===== src/sv/gacq_ram.sv =====
// generic simple ram: one write port, two read ports with registered data
`default_nettype none

module gacq_ram #(
    parameter int WIDTH = 64,
    parameter int DEPTH = 64
) (
    input  wire logic                                aclk,
    input  wire logic                                we,
    input  wire logic [((DEPTH > 1) ? $clog2(DEPTH) : 1)-1:0] waddr,
    input  wire logic [WIDTH-1:0]                    wdata,
    input  wire logic                                re_a,
    input  wire logic [((DEPTH > 1) ? $clog2(DEPTH) : 1)-1:0] raddr_a,
    output logic      [WIDTH-1:0]                    rdata_a,
    input  wire logic                                re_b,
    input  wire logic [((DEPTH > 1) ? $clog2(DEPTH) : 1)-1:0] raddr_b,
    output logic      [WIDTH-1:0]                    rdata_b
);

    logic [WIDTH-1:0] mem [DEPTH];

    always_ff @(posedge aclk) begin
        if (we) begin
            mem[waddr] <= wdata;
        end
        if (re_a) begin
            rdata_a <= mem[raddr_a];
        end
        if (re_b) begin
            rdata_b <= mem[raddr_b];
        end
    end

endmodule

`default_nettype wire

===== config.mk =====
export PLATFORM = sky130hd
export DESIGN_NAME = gacq_ram
export DESIGN_NICKNAME = d
export VERILOG_FILES = /design/src/sv/gacq_ram.sv
export SDC_FILE = /design/constraint.sdc
export NUM_CORES = 2
export LEC_CHECK = 0
export BUFFER_PORTS_ARGS = -buffer_cell sky130_fd_sc_hd__buf_2
export CAP_MARGIN = 20
export CORE_ASPECT_RATIO = 1.75
export CORE_UTILIZATION = 45
export CTS_BUF_LIST = sky130_fd_sc_hd__clkbuf_4 sky130_fd_sc_hd__clkbuf_8 sky130_fd_sc_hd__clkbuf_16
export DETAILED_ROUTE_END_ITERATION = 8
export PLACE_DENSITY = 0.7
export SLEW_MARGIN = 20
export SYNTH_ARGS = -nofsm -noshare
export SYNTH_HDL_FRONTEND = slang
export SYNTH_SLANG_ARGS = --single-unit

===== constraint.sdc =====
create_clock -name aclk -period 6.4 [get_ports aclk]
set_input_delay 0.96 -clock aclk [delete_from_list [all_inputs] [get_ports aclk]]
set_output_delay 0.96 -clock aclk [all_outputs]
set_load 0.02 [all_outputs]

==> impl_metrics.csv <==
group,metric,value,unit
floorplan,core.rowCount,314,
run,cap_violations,0,
run_status,status,"finished with violations",
yosys,yosysSeqAreaShare,0.671,
cts,cts_tree,"yes",
worst_setup_path,start_kind,"primary input",
worst_setup_path,crit_chain,"buf_4 > nor2b_4 > nand2b_1 > o221ai_1 > a21oi_1 > o22a_1",
floorplan,die_h,860,µm
timing,clock_skew,0.0495,ns
final_layout,fin_nets,9107,
placed_design,io_buffers,213,
yosys,synth.cell_area,189000,µm²
cts,clock_path_buffers,4,
floorplan,die_area,423000,µm²
detailed_routing,drt-total-wl,693,mm
placed_design,dp_hpwl,403,mm
grt,grt_pass1_vias,114399,
timing,relSlewSlack,0.132,
detailed_routing,vias,111621,
grt,grt_max_degree,111,
power,switching_share,0.233,
worst_setup_path,cp-end-kind,"flop",
timing,period_share,0.610,
yosys,synth_warnings,0,
cts,clock-sinks,4224,
timing,setup-tns-final,0,ns
timing,finalMaxSlewViolations,0,
power,vdd_drop_max,0.277,mV
timing,worst_slack,2.50,ns
power,p_comb_frac,0.085,
cts,insertion_delay,0.97,ns
floorplan,core,418000,µm²
placed_design,placed_cell_area,198000,µm²
grt,grt_first_pass_wirelength,937,mm
timing,setup-violations-final,0,
timing,worstMarginPinSlew,1.30,ns
timing,hold_viol_final,0,
worst_setup_path,worstPathMaxFanout,25,
cts,cts-root-buf,"clkbuf_16",
power,leakagePower,63.9,nW
power,power_density,278,nW/µm²
worst_setup_path,r2r_slack,4.02,ns
power,p_switching,0.0136,W
worst_setup_path,crit_buf_inv,1,
yosys,syn_inst,8841,
timing,timing.fmax,256,MHz
timing,period_needed,3.90,ns
grt,antenna_found_initial,69,
worst_hold_path,hp-class,"in2reg",
placed_design,pre_cts_ws,1.75,ns
yosys,synth.distinct_cells,41,
cts,ctsHoldBuffers,0,
worst_setup_path,worstPathRequired,7.14,ns
worst_setup_path,path_class,"in2reg",
detailed_routing,first_iter_violations,18011,
final_layout,area_growth_syn_to_layout,11.0,%
worst_setup_path,cpPeakStageDelay,0.96,ns
cts,cts_setup_buffers,0,
final_layout,fill_cells,32555,
worst_setup_path,cpLargestDelayFamily,"simple AND/OR/NAND/NOR gates",
run_status,violations,"design-rule violations",
final_layout,drive_above_1_share,0.353,
yosys,synth.net_count,8927,
power,internal_power,0.0448,W
timing,rsz0062_at_grt,"false",
detailed_routing,drc,22,
yosys,syn_area_per_cell,21.4,µm²
cts,cts_resized,0,
final_layout,fin_area,210000,µm²
floorplan,start_util,0.452,
detailed_routing,ant_nets,0,
yosys,ys_ff_latch,4224,
power,clockPowerShare,0.384,
cts,cts_buffers,353,
grt,grt_overflow,0,
timing,holdWs,0.434,ns
detailed_routing,firstDrtPassIters,9,
cts,cts_htree_levels,5,
placed_design,place_congestion,0.897,
detailed_routing,wire_per_inst,46.6,µm
worst_setup_path,arrival,4.64,ns
power,p_seq_frac,0.531,
cts,clk_pin_slew,0.07,ns
grt,grt_usage,0.325,
power,total_power,0.0583,W
detailed_routing,drt-vias-per-instance,7.50,
floorplan,io-pin-count,214,
floorplan,die_x,492,µm
worst_setup_path,cp_slowest_cell,"nor2b_4",
[worst register-to-register path, cell delays in order, from the launching register on]
cell and delay, ns:
edfxtp_1 0.38, mux4_2 0.49, a22o_1 0.25, nor3_1 0.81, a311oi_1 0.16
[cells in the final DEF (no fill, tap or decap), types with 54 or more instances in the layout]
master	n
clkbuf_4	61
clkbuf_16	361
nor2_4	64
mux2i_1	177
a22o_1	136
a21oi_1	128
a211oi_1	79
nor3_1	61
buf_12	113
nor2_1	97
o221ai_1	73
mux4_2	2016
buf_4	254
clkinv_1	83
edfxtp_1	4224
diode_2	54
a221oi_1	134
o22ai_1	533
buf_2	192
[metal layers]
layer | wire [µm] | up-vias | track usage | part of all wire
li1 | - | 40036 | - | -
met1 | 201000 | 58528 | 0.361 | 0.29
met2 | 326000 | 9884 | 0.518 | 0.47
met3 | 90100 | 3133 | 0.0859 | 0.13
met4 | 75900 | 40 | 0.288 | 0.11
met5 | 252 | - | 0 | 0.00036
[area by class of cell]
class	count	area [µm²]	area share
Clock inverter	205	2040	0.00971
Timing Repair Buffer	567	5270	0.0251
Antenna cell	54	135	0.000644
Tap cell	5530	6920	0.0330
Multi-Input combinational cell	3874	59100	0.282
Clock buffer	422	9490	0.0452
Sequential cell	4224	127000	0.604
Inverter	1	6.26	0.0000298
[cell families after synthesis]
kind of cell	Yosys count	synth area share
compound gates	1247	0.0477
simple gates	418	0.0107
flops	4224	0.671
mux	2209	0.250
buf+inv	743	0.0203
[final timing paths]
check,endpoint,from,depth (start not counted)
setup / recovery,rdata_b[1],raddr_b[5],6
hold / removal,rdata_a[10],re_a,1
setup reg to reg,rdata_a[45],mem[43][45],4
hold reg to reg,rdata_b[57],mem[54][57],4
[synth_stat cells (all sizes together)]
| library cell | n | area [µm²] |
|---|---|---|
| a22oi | 37 | 278 |
| or3 | 1 | 6.26 |
| nand2 | 39 | 146 |
| nand3b | 5 | 37.5 |
| a31oi | 14 | 87.6 |
| nand4b | 2 | 17.5 |
| buf | 445 | 2720 |
| or4 | 3 | 22.5 |
| nor2b | 30 | 188 |
| nor4 | 55 | 344 |
| edfxtp | 4224 | 127000 |
| clkbuf | 297 | 1120 |
| mux2i | 177 | 1770 |
| o22ai | 533 | 3330 |
| o221ai | 73 | 639 |
| a2111oi | 12 | 105 |
| a21oi | 128 | 641 |
| a22o | 136 | 1190 |
| inv | 1 | 3.75 |
| a221oi | 153 | 1460 |
| nand3 | 18 | 90.1 |
| o22a | 51 | 447 |
| or3b | 3 | 26.3 |
| nor3 | 63 | 315 |
| nand4 | 8 | 50.1 |
| mux2 | 16 | 180 |
| o211a | 5 | 50.1 |
| o21ai | 8 | 40.0 |
| or2 | 6 | 37.5 |
| and2 | 3 | 18.8 |
| a32oi | 5 | 43.8 |
| a211oi | 79 | 593 |
| a311oi | 13 | 114 |
| nand2b | 18 | 113 |
| mux4 | 2016 | 45400 |
| nor2 | 164 | 616 |
[sequential cells by signal, summed over array words and instances, names as in the netlist]
| name | cells |
|---|---|
| rdata_b | 64 |
| mem | 4096 |
| rdata_a | 64 |
[through the flow]
step,std cells,utilization
floorplan,8841,-
global placement,14189,0.474
detailed placement,14191,0.474
CTS,14818,0.501
global route,14843,0.502
finish,14877,0.502
[power groups by stage]
stage	clock [W]	sequential [W]	combinational [W]
floorplan	0	0.0315	0.00278
detailed placement	0	0.0316	0.00484
finish	0.0224	0.0310	0.00493
global placement	0	0.0316	0.00475
global route	0.0233	0.0310	0.00504
CTS	0.0224	0.0310	0.00484
Note: power is estimated with default switching activity, not from simulation.
